<file path="src/hdl/stcaf_pkg.sv">
// ----------------------------------------------------------------------------
// stcaf_pkg
// Shared types and constants of the signed tenths to ASCII formatter.
// ----------------------------------------------------------------------------
package stcaf_pkg;

  localparam int unsigned InWidth   = 15;
  localparam int unsigned MagWidth  = 14;
  localparam int unsigned CharWidth = 8;
  localparam int unsigned NumChars  = 6;

  localparam logic [MagWidth-1:0]  MaxMag    = 14'd9999;
  localparam logic [CharWidth-1:0] CharSpace = 8'h20;
  localparam logic [CharWidth-1:0] CharZero  = 8'h30;
  localparam logic [CharWidth-1:0] CharPlus  = 8'h2B;
  localparam logic [CharWidth-1:0] CharMinus = 8'h2D;
  localparam logic [CharWidth-1:0] CharPoint = 8'h2E;

  // Decimal digits of one reading, as handed to the serializer.
  typedef struct packed {
    logic       neg;
    logic [3:0] hun;
    logic [3:0] ten;
    logic [3:0] one;
    logic [3:0] tenths;
  } digits_t;

endpackage

</file>
<file path="src/hdl/stcaf_digit_pipe.sv">
// ----------------------------------------------------------------------------
// stcaf_digit_pipe
// Four-stage pipeline: magnitude and saturation, divide by ten, divide by one
// hundred, split the remainder into tens and ones.
// ----------------------------------------------------------------------------
module stcaf_digit_pipe (
  input  logic                                clk_i,
  input  logic                                rst_ni,
  input  logic                                valid_i,
  output logic                                ready_o,
  input  logic signed [stcaf_pkg::InWidth-1:0] value_i,
  output logic                                valid_o,
  input  logic                                ready_i,
  output stcaf_pkg::digits_t                  digits_o
);
  import stcaf_pkg::*;

  logic en_a, en_b, en_c, en_d;
  logic va_q, vb_q, vc_q, vd_q;

  // Stage A: sign and saturated magnitude.
  logic                neg_a_q;
  logic [MagWidth-1:0] mag_a_q;
  logic [InWidth-1:0]  abs_d;
  logic [MagWidth-1:0] mag_a_d;

  // Stage B: whole part and tenths.
  logic       neg_b_q;
  logic [9:0] whole_b_q;
  logic [3:0] tenths_b_q;
  logic [26:0] prod_b;
  logic [9:0]  whole_b_d;
  logic [MagWidth-1:0] rem_b;

  // Stage C: hundreds and remainder below one hundred.
  logic       neg_c_q;
  logic [3:0] hun_c_q;
  logic [6:0] rem_c_q;
  logic [3:0] tenths_c_q;
  logic [15:0] prod_c;
  logic [3:0]  hun_c_d;
  logic [9:0]  rem_c_full;

  // Stage D: final digits.
  digits_t    dig_d_q;
  logic [14:0] prod_d;
  logic [3:0]  ten_d_d;
  logic [6:0]  one_full;

  assign en_d    = !vd_q || ready_i;
  assign en_c    = !vc_q || en_d;
  assign en_b    = !vb_q || en_c;
  assign en_a    = !va_q || en_b;
  assign ready_o = en_a;

  always_comb begin
    abs_d = value_i[InWidth-1] ? (~value_i + 15'd1) : value_i;
    if (abs_d > {1'b0, MaxMag}) begin
      mag_a_d = MaxMag;
    end else begin
      mag_a_d = abs_d[MagWidth-1:0];
    end
  end

  // x / 10 as (x * 6554) >> 16, exact for x below 10000.
  assign prod_b    = 27'(mag_a_q) * 27'd6554;
  assign whole_b_d = prod_b[25:16];
  assign rem_b     = mag_a_q - ({4'd0, whole_b_d} << 3) - ({4'd0, whole_b_d} << 1);

  // x / 100 as (x * 41) >> 12, exact for x below 1000.
  assign prod_c     = 16'(whole_b_q) * 16'd41;
  assign hun_c_d    = prod_c[15:12];
  assign rem_c_full = whole_b_q - (10'(hun_c_d) * 10'd100);

  // x / 10 as (x * 205) >> 11, exact for x below 100.
  assign prod_d   = 15'(rem_c_q) * 15'd205;
  assign ten_d_d  = prod_d[14:11];
  assign one_full = rem_c_q - ({3'd0, ten_d_d} << 3) - ({3'd0, ten_d_d} << 1);

  always_ff @(posedge clk_i or negedge rst_ni) begin
    if (!rst_ni) begin
      va_q <= 1'b0;
      vb_q <= 1'b0;
      vc_q <= 1'b0;
      vd_q <= 1'b0;
    end else begin
      if (en_a) va_q <= valid_i;
      if (en_b) vb_q <= va_q;
      if (en_c) vc_q <= vb_q;
      if (en_d) vd_q <= vc_q;
    end
  end

  always_ff @(posedge clk_i) begin
    if (en_a) begin
      neg_a_q <= value_i[InWidth-1];
      mag_a_q <= mag_a_d;
    end
    if (en_b) begin
      neg_b_q    <= neg_a_q;
      whole_b_q  <= whole_b_d;
      tenths_b_q <= rem_b[3:0];
    end
    if (en_c) begin
      neg_c_q    <= neg_b_q;
      hun_c_q    <= hun_c_d;
      rem_c_q    <= rem_c_full[6:0];
      tenths_c_q <= tenths_b_q;
    end
    if (en_d) begin
      dig_d_q.neg    <= neg_c_q;
      dig_d_q.hun    <= hun_c_q;
      dig_d_q.ten    <= ten_d_d;
      dig_d_q.one    <= one_full[3:0];
      dig_d_q.tenths <= tenths_c_q;
    end
  end

  assign valid_o  = vd_q;
  assign digits_o = dig_d_q;

endmodule

</file>
<file path="src/hdl/stcaf_char_ser.sv">
// ----------------------------------------------------------------------------
// stcaf_char_ser
// Builds the six characters of one reading and shifts them out, one per beat.
// ----------------------------------------------------------------------------
module stcaf_char_ser (
  input  logic                                  clk_i,
  input  logic                                  rst_ni,
  input  logic                                  valid_i,
  output logic                                  ready_o,
  input  stcaf_pkg::digits_t                    digits_i,
  output logic                                  out_valid_o,
  input  logic                                  out_stall_i,
  output logic [stcaf_pkg::CharWidth-1:0]       char_out_o,
  output logic                                  last_char_o
);
  import stcaf_pkg::*;

  localparam int unsigned BufWidth = NumChars * CharWidth;

  logic                valid_q;
  logic [2:0]          cnt_q;
  logic [BufWidth-1:0] buf_q;
  logic                last;
  logic                beat;
  logic                show_h, show_t, show_o;
  logic [BufWidth-1:0] load_d;

  assign last    = (cnt_q == 3'(NumChars - 1));
  assign beat    = valid_q && !out_stall_i;
  assign ready_o = !valid_q || (beat && last);

  always_comb begin
    show_h = (digits_i.hun != 4'd0);
    show_t = show_h || (digits_i.ten != 4'd0);
    show_o = show_t || (digits_i.one != 4'd0);
    load_d = {digits_i.neg ? CharMinus : CharPlus,
              show_h ? (CharZero | {4'd0, digits_i.hun}) : CharSpace,
              show_t ? (CharZero | {4'd0, digits_i.ten}) : CharSpace,
              show_o ? (CharZero | {4'd0, digits_i.one}) : CharSpace,
              CharPoint,
              CharZero | {4'd0, digits_i.tenths}};
  end

  always_ff @(posedge clk_i or negedge rst_ni) begin
    if (!rst_ni) begin
      valid_q <= 1'b0;
      cnt_q   <= 3'd0;
    end else if (ready_o) begin
      valid_q <= valid_i;
      cnt_q   <= 3'd0;
    end else if (beat) begin
      cnt_q <= cnt_q + 3'd1;
    end
  end

  // Load a fresh reading, or advance one character per beat.
  always_ff @(posedge clk_i) begin
    if (ready_o) begin
      buf_q <= load_d;
    end else if (beat) begin
      buf_q <= {buf_q[BufWidth-CharWidth-1:0], CharSpace};
    end
  end

  assign out_valid_o = valid_q;
  assign char_out_o  = buf_q[BufWidth-1 -: CharWidth];
  assign last_char_o = last;

endmodule

</file>
<file path="src/hdl/signed_tenths_to_ascii_formatter.sv">
// ----------------------------------------------------------------------------
// signed_tenths_to_ascii_formatter
// Turns a signed reading in tenths into six ASCII characters: sign, three
// integer digits with leading spaces, decimal point and tenths digit.
// ----------------------------------------------------------------------------
// Usage:
//   Input channel: in_valid_i / in_stall_o with value_tenths_i, a signed
//   reading in units of 0.1. Magnitudes above 999.9 saturate to 999.9.
//   Output channel: out_valid_o / out_stall_i with char_out_o and
//   last_char_o; each reading gives six beats, the sixth flagged last.
//   A reading passes the four pipeline stages and then the character register
//   before its first character is valid. The reading rate is set by the
//   character serializer, which sends one character per cycle while
//   out_stall_i is low. Up to four readings wait in the pipeline while the
//   serializer is busy, so a new reading can be taken every cycle until it
//   fills.
//   Reset clears all valid bits; no characters are pending after reset.
//   While out_stall_i is high the current character holds, the pipeline
//   stops once full and in_stall_o rises; nothing is lost or repeated.
// ----------------------------------------------------------------------------
module signed_tenths_to_ascii_formatter (
  input  logic                                  clk_i,
  input  logic                                  rst_ni,
  input  logic                                  in_valid_i,
  output logic                                  in_stall_o,
  input  logic signed [stcaf_pkg::InWidth-1:0]  value_tenths_i,
  output logic                                  out_valid_o,
  input  logic                                  out_stall_i,
  output logic [stcaf_pkg::CharWidth-1:0]       char_out_o,
  output logic                                  last_char_o
);
  import stcaf_pkg::*;

  logic    pipe_ready;
  logic    dig_valid;
  logic    ser_ready;
  digits_t digits;

  stcaf_digit_pipe u_digit_pipe (
    .clk_i    (clk_i),
    .rst_ni   (rst_ni),
    .valid_i  (in_valid_i),
    .ready_o  (pipe_ready),
    .value_i  (value_tenths_i),
    .valid_o  (dig_valid),
    .ready_i  (ser_ready),
    .digits_o (digits)
  );

  stcaf_char_ser u_char_ser (
    .clk_i       (clk_i),
    .rst_ni      (rst_ni),
    .valid_i     (dig_valid),
    .ready_o     (ser_ready),
    .digits_i    (digits),
    .out_valid_o (out_valid_o),
    .out_stall_i (out_stall_i),
    .char_out_o  (char_out_o),
    .last_char_o (last_char_o)
  );

  assign in_stall_o = !pipe_ready;

endmodule
</file>
<file path="config.mk">
export PLATFORM = sky130hd
export DESIGN_NAME = signed_tenths_to_ascii_formatter
export DESIGN_NICKNAME = d
export VERILOG_FILES = /design/src/hdl/stcaf_pkg.sv /design/src/hdl/stcaf_digit_pipe.sv /design/src/hdl/stcaf_char_ser.sv /design/src/hdl/signed_tenths_to_ascii_formatter.sv
export SDC_FILE = /design/constraint.sdc
export NUM_CORES = 1
export LEC_CHECK = 0
export BUFFER_PORTS_ARGS = -buffer_cell sky130_fd_sc_hd__buf_4
export CORE_AREA = 4 4 140 142
export DETAILED_ROUTE_END_ITERATION = 10
export DIE_AREA = 0 0 144 146
export GPL_TIMING_DRIVEN = 0
export PLACE_DENSITY = 0.66
export RECOVER_POWER = 25
export SYNTH_ARGS = -nofsm -noshare
export SYNTH_HDL_FRONTEND = slang
export SYNTH_SLANG_ARGS = --single-unit
export TNS_END_PERCENT = 50
</file>
<file path="constraint.sdc">
create_clock -name clk_i -period 6.4 [get_ports clk_i]
set_input_delay 0.96 -clock clk_i [delete_from_list [all_inputs] [get_ports clk_i]]
set_output_delay 0.96 -clock clk_i [all_outputs]
set_load 0.01 [all_outputs]
</file>
* After elaboration in Yosys (flattened, before gate mapping)
Cells that the tools add are included.
** Storage, ports and cells
- Bits in registers :: 113
- Logic and storage cells :: 65
- Output and inout port bits :: 11
** Operators by class
- Add/sub/neg operators :: 7
- Multiplexer cells :: 9
- Multipliers :: 4
- Bitwise operators :: 1
- Reductions and logical operators :: 20
- Order comparisons :: 1
- Eq/ne operators :: 1
** Operator list (count)
- 48-bit two-way mux :: 2
- 14-bit by 12-bit multiplier with 25-bit output (second input constant) :: 1
- 10-bit by 6-bit multiplier with 16-bit output (second input constant) :: 1
- 4-bit subtractor :: 4
- 15-bit by 1-bit adder with 15-bit output (second input constant) :: 1
- 15-bit by 14-bit > comparator with 1-bit output (second input constant) :: 1
- 7-bit by 8-bit multiplier with 15-bit output (second input constant) :: 1
- 15-bit two-way mux :: 1
- 5-bit two-way mux :: 3
- 15-bit NOT :: 1
- 4-bit nonzero test :: 3
- 3-bit two-way mux :: 3
- 1-bit logical NOT :: 7
- 1-bit logical OR :: 7
- 7-bit subtractor :: 1
- 4-bit by 5-bit multiplier with 5-bit output (second input constant) :: 1
- 3-bit by 1-bit adder with 3-bit output (second input constant) :: 1
- 3-bit equality test (second input constant) :: 1
- 1-bit logical AND :: 2
- 2-bit nonzero test :: 1

* Longest topological paths before layout
Gate-level depths: netlist of the first run.
- Word-level depth :: 9
- Depth in mapped cells :: 22
- Depth with buffers taken out :: 22

* Modules after synthesis
A second synthesis of the first run with hierarchy kept.
** Second synthesis, totals
- Cell total of the unflattened synthesis :: 829
- Area, all modules :: 9255.1 um^2
** By module, submodules not included
- stcaf_digit_pipe :: instances 1, area an instance 7559.8 um^2, sequential area each 1991.9 um^2, cells an instance 702
- stcaf_char_ser :: instances 1, area an instance 1691.6 um^2, sequential area each 1091.0 um^2, cells an instance 126
- signed_tenths_to_ascii_formatter :: instances 1, area an instance 3.8 um^2, sequential area each 0.0 um^2, cells an instance 1

* Worst setup path before layout of the first run
No wires, ideal clock.
- Path type :: register -> register
- Start :: register u_digit_pipe.mag_a_q[3]
- End :: register u_digit_pipe.tenths_b_q[3] (data pin)
- Buffers on the path :: 0
- Arrival time :: 4.875 ns
- Setup time :: 0.262 ns
- Path slack :: 1.264 ns
- Cell stages (with the launch flop) :: 21
- Cells stage by stage :: edfxtp_1 > ha_1 > inv_1 > fa_1 > inv_1 > fa_1 > fa_1 > inv_1 > fa_1 > inv_1 > ha_1 > o21ai_0 > nor2_1 > a2111oi_0 > nor2_1 > a21oi_1 > ha_1 > nand2_1 > nand2_1 > xnor2_1 > xnor2_1
** On the way
- Elaborated cells on any way between the ends :: 3
** RTL lines
- from (decl) :: line stcaf_digit_pipe.sv:23 : logic [MagWidth-1:0] mag_a_q;
- from (signal assigned) :: line stcaf_digit_pipe.sv:97 : mag_a_q <= mag_a_d;
- 14-bit by 12-bit multiplier with 25-bit output :: line stcaf_digit_pipe.sv:66 : assign prod_b = 27'(mag_a_q) * 27'd6554;
- net u_digit_pipe.prod_b[17] :: line stcaf_digit_pipe.sv:31 : logic [26:0] prod_b;
- 4-bit subtractor :: line stcaf_digit_pipe.sv:68 : assign rem_b = mag_a_q - ({4'd0, whole_b_d} << 3) - ({4'd0, whole_b_d} << 1);
- net u_digit_pipe.rem_b[3] :: line stcaf_digit_pipe.sv:33 : logic [MagWidth-1:0] rem_b;
- to (signal assigned) :: line stcaf_digit_pipe.sv:102 : tenths_b_q <= rem_b[3:0];
- to (decl) :: line stcaf_digit_pipe.sv:30 : logic [3:0] tenths_b_q;
The timed path passes the listed nets, and every way through them passes these cells.
A chain may end at the register's enable or synchronous reset.

* Worst setup path after layout of the first run
- Start :: register u_digit_pipe.mag_a_q[1]
- End :: register u_digit_pipe.tenths_b_q[3] (data pin)
The elaborated chain is that of the path after synthesis.

==> impl_metrics.yaml, run 1 <==
worst_setup_path:
  crit_type: "reg -> reg"
  timing.critical_path.slowest_cell_delay_ns: 0.62
  timing.critical_path.mode_cell: "sky130_fd_sc_hd__ha_1"
  crit_required_ns: 6.50
  worst_path_cell_chain: "ha_1 > xor2_1 > ha_1 > fa_1 > fa_1 > inv_1 > fa_1 > inv_1 > ha_1 > a211oi_1 > nor2_1 > a2111oi_0 > nor2_1 > a21oi_1 > ha_1 > nand2_1 > nand2_1 > xnor2_1 > xnor2_1"
  cp_max_fo: 7
  timing.critical_path.arrival_ns: 5.96
  critical-path-slowest-cell: "sky130_fd_sc_hd__a2111oi_0"
  critical_path.endpoint_type: "flop"
  start_kind: "flop"
floorplanning:
  die_h_um: 146
  design.die.area_um2: 21000
  top_level_ports: 30
  floorplan.initialDensity_pct: 48.9
  floorplan.rows: 50
  die_x_um: 144
  design.core.area_um2: 18500
grt:
  grt_start_max_net_pins: 36
  grt_first_pass_wirelength_um: 25500
  number_of_global_route_vias_before_repair: 5402
  global_route.usage.total_pct: 15.0
  antenna_violations_before_repair: 0
  gr-total-overflow: 0
outcome:
  status: "completed"
placement:
  dp_worst_setup_slack_ns: 0.497
  place.gp.congestion: 0.812
  numPortBuffers: 26
  place.detailed.hpwl_um: 12300
sta:
  rsz_0062_raised_after_global_routing: "no"
  final.min_clock_period_ns: 5.86
  clock_skew_ns: 0.00798
  f_max_mhz: 171
  totalNegativeSetupSlack_ns: 0
  finalHoldViolations: 0
  setup_violations: 0
  slew_headroom_pct: 10.8
  number_of_pins_exceeding_their_max_slew_limit_in_the_final_report: 0
  timing_worst_slew_pin_value_ns: 1.34
  setup_slack_ns: 0.539
  post-route-period-util_pct: 91.6
clock_tree:
  cts_post_setup_buffers_inserted: 0
  clock_path_buffers: 2
  postCtsResizedCells: 0
  cts.hold.buffers_added: 0
  cts.clk_slew.worst_paths_ns: 0.07
  clock_insertion_delay_worst_skew_ns: 0.35
  cts_made_buffers: 9
  numClockSinks: 104
  clock-root-buffer: "sky130_fd_sc_hd__clkbuf_16"
  h-tree-depth: 3
  tritoncts_clock_tree: "done"
layout:
  diodes: 0
  flow.area_growth_from_synthesis_pct: 8.65
  filler_cell_count: 1654
  drive_gt1_share_pct: 7.45
  nNetsFinal: 1105
  postLayoutCoreUtil_pct: 53.2
logic_synthesis:
  synth_largest_type_area_fraction_pct: 29.9
  post_synth_main_area_contributors: "sky130_fd_sc_hd__edfxtp_1 (30%), sky130_fd_sc_hd__ha_1 (24%), sky130_fd_sc_hd__fa_1 (13%), sky130_fd_sc_hd__inv_1 (7.1%), sky130_fd_sc_hd__xnor2_1 (3.1%)"
  synthFlopType: "sky130_fd_sc_hd__edfxtp_1"
  synthCells: 816
  yosysWarnings: 0
  yosysTopAreaCell: "sky130_fd_sc_hd__edfxtp_1"
  ys_seq_area_share_pct: 33.5
  ys_seq_elements: 104
  post_synth_instance_area_um2: 9030
  synthesis.area_per_instance_um2: 11.1
  synth.lib_cells_used.distinct: 60
  synthArstFlopShare_pct: 7.69
  synth_edf_count: 90
route:
  drtAntennaViolNets: 0
  tritonroute_pass_1_iters: 4
  drt_wl_total_um: 14800
  via_count: 5502
  route.detailed.vias_per_inst: 5.03
  avg_wl_per_cell_um: 13.5
  drt_drc_violations_left: 0
  detail_route.iter0.violations: 186
job:
  max_cap_viol_count: 0
worst_hold_path:
  kind_of_path_behind_the_tightest_hold_check: "reg -> reg"
==> per-layer routing <==
metal	part of all wire, %	wire length (um)	global-route usage [%]
met3	3.0	445	3.81
met1	47	6920	20.1
met5	0	0	0
met4	0.62	92	2.40
met2	50	7320	25.1
==> cells in the mapped netlist (all sizes together) (7+ instances only) <==
library cell / number
nand2: 49
edfxtp: 90
dfrtp: 8
buf: 9
clkbuf: 8
and2: 10
ha: 172
nor2b: 8
nand3: 7
inv: 171
nor2: 25
a22o: 13
fa: 60
a21oi: 19
o21ai: 19
xnor2: 32
nor3: 11
xor2: 18
==> state kept, by name, indices dropped and copies added (netlist names), 3 cells and up <==
name	cells
u_char_ser.buf_q	33
u_char_ser.cnt_q	3
u_digit_pipe.digits_o	17
u_digit_pipe.hun_c_q	4
u_digit_pipe.mag_a_q	14
u_digit_pipe.rem_c_q	7
u_digit_pipe.tenths_b_q	4
u_digit_pipe.tenths_c_q	4
u_digit_pipe.whole_b_q	10
==> stage by stage <==
step / cells / instance area (um^2) / hold WS (ns)
floorplan: 817 / 9030 / 0.400
global placement: 1077 / 9520 / 0.401
detailed placement: 1077 / 9520 / 0.405
CTS: 1093 / 9820 / 0.404
global route: 1093 / 9810 / 0.427
finish: 1093 / 9810 / 0.415
==> final cells by class <==
type,count,area [um^2],share of cell area (%)
plain buffers,17,93.8,0.956
clock buffers,11,254,2.59
clock inverters,5,46.3,0.472
inverters,171,642,6.54
multi-input cells,525,5280,53.8
flip-flops and latches,104,3020,30.8
well taps,234,293,2.98
repair buffers,26,184,1.87
==> cell usage in the layout, fill, tap and decap left out, types with 5 or more instances in the layout <==
master and count:
sky130_fd_sc_hd__nor3_1 11, sky130_fd_sc_hd__o21ai_0 19, sky130_fd_sc_hd__and2_1 7, sky130_fd_sc_hd__nand2b_1 5, sky130_fd_sc_hd__nand3_1 7, sky130_fd_sc_hd__nand2_1 49, sky130_fd_sc_hd__edfxtp_1 90, sky130_fd_sc_hd__nor2_1 25
sky130_fd_sc_hd__o31ai_1 6, sky130_fd_sc_hd__nor2b_1 8, sky130_fd_sc_hd__clkbuf_16 10, sky130_fd_sc_hd__dfxtp_1 6, sky130_fd_sc_hd__dfrtp_1 8, sky130_fd_sc_hd__inv_1 171, sky130_fd_sc_hd__ha_1 172, sky130_fd_sc_hd__or2_2 5
sky130_fd_sc_hd__a31oi_1 5, sky130_fd_sc_hd__xnor2_1 32, sky130_fd_sc_hd__a22o_1 13, sky130_fd_sc_hd__fa_1 60, sky130_fd_sc_hd__a21o_1 5, sky130_fd_sc_hd__a21oi_1 17, sky130_fd_sc_hd__clkbuf_1 12, sky130_fd_sc_hd__buf_4 31
sky130_fd_sc_hd__xor2_1 18
==> final timing paths <==
kind / start / endpoint / slack [ns] / cells after the start
worst min register to register: u_digit_pipe.tenths_b_q[1] / u_digit_pipe.tenths_c_q[1] / 0.42 / 0
worst min-delay path: u_digit_pipe.tenths_b_q[1] / u_digit_pipe.tenths_c_q[1] / 0.42 / 0
min in group asynchronous: rst_ni / u_char_ser.out_valid_o / 0.52 / 1
max in group asynchronous: rst_ni / u_digit_pipe.vb_q / 5.56 / 1
worst max register to register: u_digit_pipe.mag_a_q[1] / u_digit_pipe.tenths_b_q[3] / 0.54 / 19
worst max-delay path: u_digit_pipe.mag_a_q[1] / u_digit_pipe.tenths_b_q[3] / 0.54 / 19
==> logic make-up (layout without fill, tap and decap cells) <==
kind of cell / Yosys count / after routing / share of synthesized area (%)
compound gates: 93 / 93 / 7.20
fa+ha+maj: 232 / 232 / 37.1
simple gates: 146 / 146 / 8.66
xor+xnor: 52 / 52 / 5.35
other cells: 1 / 2 / 0.0415
flops: 104 / 104 / 33.5
buf+inv: 188 / 230 / 8.15
==> critical path: cells and delay by family, from the launching register on <==
kind | cells | cell delay [ns]
and+or+nand+nor | 4 | 0.40
buffers and inverters | 2 | 0.11
adders and majority gates | 7 | 2.93
AOI/OAI and AO/OA | 3 | 1.11
DFF | 1 | 0.51
xor gates and xnor gates | 3 | 0.53
Power of run 1 is not shown: default switching activity piles up to over one toggle a cycle in this logic, so the estimate is an artifact.
==> run 2, diff against run 1 <==
- PLACE_DENSITY: 0.66 -> default
- PLACE_DENSITY_LB_ADDON: default -> 0.25
==> impl_metrics.yaml, run 2 (synthesized netlist as in run 1, its figures left out) <==
grt:
  number_of_global_route_vias_before_repair: 5518
  global_route.usage.total_pct: 15.2
  gr-total-overflow: 0
  antenna_violations_before_repair: 0
  grt_first_pass_wirelength_um: 26100
  grt_start_max_net_pins: 36
route:
  avg_wl_per_cell_um: 13.7
  tritonroute_pass_1_iters: 5
  detail_route.iter0.violations: 159
  via_count: 5473
  route.detailed.vias_per_inst: 5.01
  drt_drc_violations_left: 0
  drtAntennaViolNets: 0
  drt_wl_total_um: 15000
worst_setup_path:
  timing.critical_path.arrival_ns: 5.91
  timing.critical_path.slowest_cell_delay_ns: 0.58
  critical_path.endpoint_type: "flop"
  critPathTopFamily: "adder cells"
  crit_required_ns: 6.50
  crit_type: "reg -> reg"
  cp_max_fo: 7
  worst_path_cell_chain: "ha_1 > xor2_1 > ha_1 > fa_1 > fa_1 > inv_1 > fa_1 > inv_1 > ha_1 > a211oi_1 > nor2_1 > a2111oi_0 > nor2_1 > a21oi_1 > ha_1 > nand2_1 > nand2_1 > xnor2_1 > xnor2_1"
  critical-path-slowest-cell: "sky130_fd_sc_hd__a2111oi_0"
  start_kind: "flop"
  worst-path-buf-inv: 2
  timing.critical_path.mode_cell: "sky130_fd_sc_hd__ha_1"
placement:
  numPortBuffers: 26
  place.gp.congestion: 0.812
  place.detailed.hpwl_um: 12500
  dp_worst_setup_slack_ns: 0.555
sta:
  totalNegativeSetupSlack_ns: 0
  setup_slack_ns: 0.590
  clock_skew_ns: 0.00951
  f_max_mhz: 172
  finalHoldViolations: 0
  rsz_0062_raised_after_global_routing: "no"
  setup_violations: 0
  timing_worst_slew_pin_value_ns: 1.33
  number_of_pins_exceeding_their_max_slew_limit_in_the_final_report: 0
  slew_headroom_pct: 11.2
  post-route-period-util_pct: 90.8
  hold-worst-slack_ns: 0.421
  final.min_clock_period_ns: 5.81
worst_hold_path:
  kind_of_path_behind_the_tightest_hold_check: "reg -> reg"
clock_tree:
  numClockSinks: 104
  tritoncts_clock_tree: "done"
  clock-root-buffer: "sky130_fd_sc_hd__clkbuf_16"
  h-tree-depth: 3
  clock_insertion_delay_worst_skew_ns: 0.35
  postCtsResizedCells: 0
  cts.clk_slew.worst_paths_ns: 0.07
  clock_path_buffers: 2
  cts.hold.buffers_added: 0
  cts_made_buffers: 9
  cts_post_setup_buffers_inserted: 0
floorplanning:
  design.die.area_um2: 21000
  design.core.area_um2: 18500
  floorplan.initialDensity_pct: 48.9
  floorplan.rows: 50
  top_level_ports: 30
  die_h_um: 146
  die_x_um: 144
layout:
  diodes: 0
  flow.area_growth_from_synthesis_pct: 8.84
  nNetsFinal: 1105
  final_common_cell: "sky130_fd_sc_hd__ha_1"
  largest_register: "u_char_ser.buf_q"
  largest_register_ffs: 33
  drive_gt1_share_pct: 7.57
  layout_common_cells: "sky130_fd_sc_hd__ha_1 (172), sky130_fd_sc_hd__inv_1 (171), sky130_fd_sc_hd__edfxtp_1 (90)"
  filler_cell_count: 1638
job:
  max_cap_viol_count: 0
outcome:
  status: "completed"
run 2: layout make-up:
cell class	instances	area [um^2]	area share, %
sequential	104	3020	30.8
inverter	171	642	6.53
timing repair buffer	26	184	1.87
tap	234	293	2.98
buffer	17	93.8	0.955
clock buffer	9	225	2.29
clock inverter	7	92.6	0.942
multi-input combinational	525	5280	53.7
run 2: final timing paths:
| kind | end | cells past startpoint | startpoint | slack (ns) |
|---|---|---|---|---|
| max in group asynchronous | u_digit_pipe.valid_o | 1 | rst_ni | 5.59 |
| min in group asynchronous | u_char_ser.cnt_q[2] | 1 | rst_ni | 0.51 |
| setup / recovery | u_digit_pipe.tenths_b_q[3] | 19 | u_digit_pipe.mag_a_q[1] | 0.59 |
| hold / removal | u_digit_pipe.digits_o[15] | 0 | u_digit_pipe.hun_c_q[3] | 0.42 |
| setup reg to reg | u_digit_pipe.tenths_b_q[3] | 19 | u_digit_pipe.mag_a_q[1] | 0.59 |
| hold reg to reg | u_digit_pipe.digits_o[15] | 0 | u_digit_pipe.hun_c_q[3] | 0.42 |
run 2: through the flow:
stage / util (%) / instance area, um^2 / cells
after global placement: 51.6 / 9520 / 1077
after detailed placement: 51.6 / 9520 / 1077
after floorplan: - / 9030 / 817
after CTS: 53.3 / 9840 / 1093
final: 53.3 / 9830 / 1093
after global routing: 53.3 / 9830 / 1093
run 2: metal layers:
layer / share of wire (%) / track usage (%) / wire length [um] / vias up
li1: - / - / - / 2830
met1: 47 / 20.4 / 7050 / 2577
met2: 50 / 26.2 / 7460 / 54
met3: 2.3 / 2.76 / 344 / 12
met4: 0.72 / 2.68 / 107 / 0
met5: 0 / 0 / 0 / -
Power of run 2 is left out for the same reason.
==> run 3, diff against run 2 <==
==> constraint.sdc (replaced) <==
create_clock -name clk_i -period 6.4 [get_ports clk_i]
set_input_delay 0.96 -clock clk_i [delete_from_list [all_inputs] [get_ports clk_i]]
set_output_delay 0.96 -clock clk_i [all_outputs]
set_load 0.005 [all_outputs]
==> impl_metrics.yaml, run 3 (synthesized netlist as in run 1, its figures left out) <==
floorplanning:
  die_x_um: 144
  top_level_ports: 30
  floorplan.rows: 50
  design.core.area_um2: 18500
  die_h_um: 146
  design.die.area_um2: 21000
  floorplan.initialDensity_pct: 48.9
sta:
  clock_skew_ns: 0.00951
  finalHoldViolations: 0
  post-route-period-util_pct: 90.8
  final.min_clock_period_ns: 5.81
  timing_worst_slew_pin_value_ns: 1.33
  totalNegativeSetupSlack_ns: 0
  setup_violations: 0
  rsz_0062_raised_after_global_routing: "no"
  f_max_mhz: 172
  slew_headroom_pct: 11.2
  number_of_pins_exceeding_their_max_slew_limit_in_the_final_report: 0
route:
  via_count: 5473
  drtAntennaViolNets: 0
  drt_wl_total_um: 15000
  detail_route.iter0.violations: 159
  route.detailed.vias_per_inst: 5.01
  drt_drc_violations_left: 0
  avg_wl_per_cell_um: 13.7
  tritonroute_pass_1_iters: 5
clock_tree:
  h-tree-depth: 3
  cts_made_buffers: 9
  clock_path_buffers: 2
  clock_insertion_delay_worst_skew_ns: 0.35
  cts_post_setup_buffers_inserted: 0
  postCtsResizedCells: 0
  cts.clk_slew.worst_paths_ns: 0.07
  tritoncts_clock_tree: "done"
  clock-root-buffer: "sky130_fd_sc_hd__clkbuf_16"
  cts.hold.buffers_added: 0
  numClockSinks: 104
worst_setup_path:
  critical_path.endpoint_type: "flop"
  crit_type: "reg -> reg"
  crit-reg2reg-launch: "u_digit_pipe.mag_a_q[1]"
  cp_max_fo: 7
  crit_required_ns: 6.50
  timing.critical_path.arrival_ns: 5.91
  start_kind: "flop"
  cp-startpoint: "u_digit_pipe.mag_a_q[1]"
layout:
  largest_register_ffs: 33
  final_common_cell: "sky130_fd_sc_hd__ha_1"
  flow.area_growth_from_synthesis_pct: 8.88
  drive_gt1_share_pct: 7.68
  layout_common_cells: "sky130_fd_sc_hd__ha_1 (172), sky130_fd_sc_hd__inv_1 (171), sky130_fd_sc_hd__edfxtp_1 (90)"
  diodes: 0
  nNetsFinal: 1105
  largest_register: "u_char_ser.buf_q"
placement:
  place.gp.congestion: 0.812
  place.detailed.hpwl_um: 12500
  numPortBuffers: 26
grt:
  global_route.usage.total_pct: 15.2
  grt_util_met2_pct: 26.2
  global_route.peak_usage_layer: "met2"
  grt_start_max_net_pins: 36
  global_route.usage.met3_pct: 2.76
  number_of_global_route_vias_before_repair: 5518
  gr-total-overflow: 0
  antenna_violations_before_repair: 0
  groute.layer.met1.usage_pct: 20.4
  grt_first_pass_wirelength_um: 26100
outcome:
  status: "completed"
worst_hold_path:
  kind_of_path_behind_the_tightest_hold_check: "reg -> reg"
  hold_startpoint: "u_digit_pipe.hun_c_q[3]"
job:
  max_cap_viol_count: 0
==> run 3: cell count changes in the layout (fill, tap and decap cells not counted) <==
cell and delta:
sky130_fd_sc_hd__clkbuf_4 +1, sky130_fd_sc_hd__clkbuf_1 -1
==> run 3: worst paths after layout <==
| check | end | slack, ns | cells past startpoint |
|---|---|---|---|
| worst min register to register | u_digit_pipe.digits_o[15] | 0.42 | 0 |
| worst max register to register | u_digit_pipe.tenths_b_q[3] | 0.59 | 19 |
| worst min-delay path | u_digit_pipe.digits_o[15] | 0.42 | 0 |
| max in group asynchronous | u_digit_pipe.valid_o | 5.59 | 1 |
| worst max-delay path | u_digit_pipe.tenths_b_q[3] | 0.59 | 19 |
| min in group asynchronous | u_char_ser.cnt_q[2] | 0.51 | 1 |
==> run 3: area by class of cell <==
cell class	instances	area, um^2
Timing Repair Buffer	26	188
Clock inverter	7	92.6
Sequential cell	104	3020
Clock buffer	9	225
Buffer	17	93.8
Fill cell	1636	8620
Tap cell	234	293
Multi-Input combinational cell	525	5280
Inverter	171	642
==> run 3: critical path: stages (launching register included) <==
cell                        delay, ns
sky130_fd_sc_hd__edfxtp_1        0.52
sky130_fd_sc_hd__ha_1            0.40
sky130_fd_sc_hd__xor2_1          0.17
sky130_fd_sc_hd__ha_1            0.33
sky130_fd_sc_hd__fa_1            0.53
sky130_fd_sc_hd__fa_1            0.54
sky130_fd_sc_hd__inv_1           0.05
sky130_fd_sc_hd__fa_1            0.54
sky130_fd_sc_hd__inv_1           0.04
sky130_fd_sc_hd__ha_1            0.30
sky130_fd_sc_hd__a211oi_1        0.24
sky130_fd_sc_hd__nor2_1          0.10
sky130_fd_sc_hd__a2111oi_0       0.58
sky130_fd_sc_hd__nor2_1          0.18
sky130_fd_sc_hd__a21oi_1         0.26
sky130_fd_sc_hd__ha_1            0.31
sky130_fd_sc_hd__nand2_1         0.07
sky130_fd_sc_hd__nand2_1         0.06
sky130_fd_sc_hd__xnor2_1         0.26
sky130_fd_sc_hd__xnor2_1         0.09
==> run 3: metal layers <==
layer / up-vias / wire [um]
met4: 0 / 107
met2: 54 / 7460
met5: - / 0
met3: 12 / 342
met1: 2577 / 7050
li1: 2830 / -
==> run 3: through the flow <==
stage	worst slack [ns]	cells	hold slack (ns)	utilization (%)	cell area, um^2
after global placement	0.530	1077	0.402	51.6	9520
after floorplan	1.26	817	0.400	-	9030
after CTS	0.507	1093	0.398	53.3	9840
final	0.590	1093	0.421	53.3	9830
after global routing	0.167	1093	0.432	53.3	9830
after detailed placement	0.555	1077	0.405	51.6	9520
Power of run 3 is left out for the same reason.
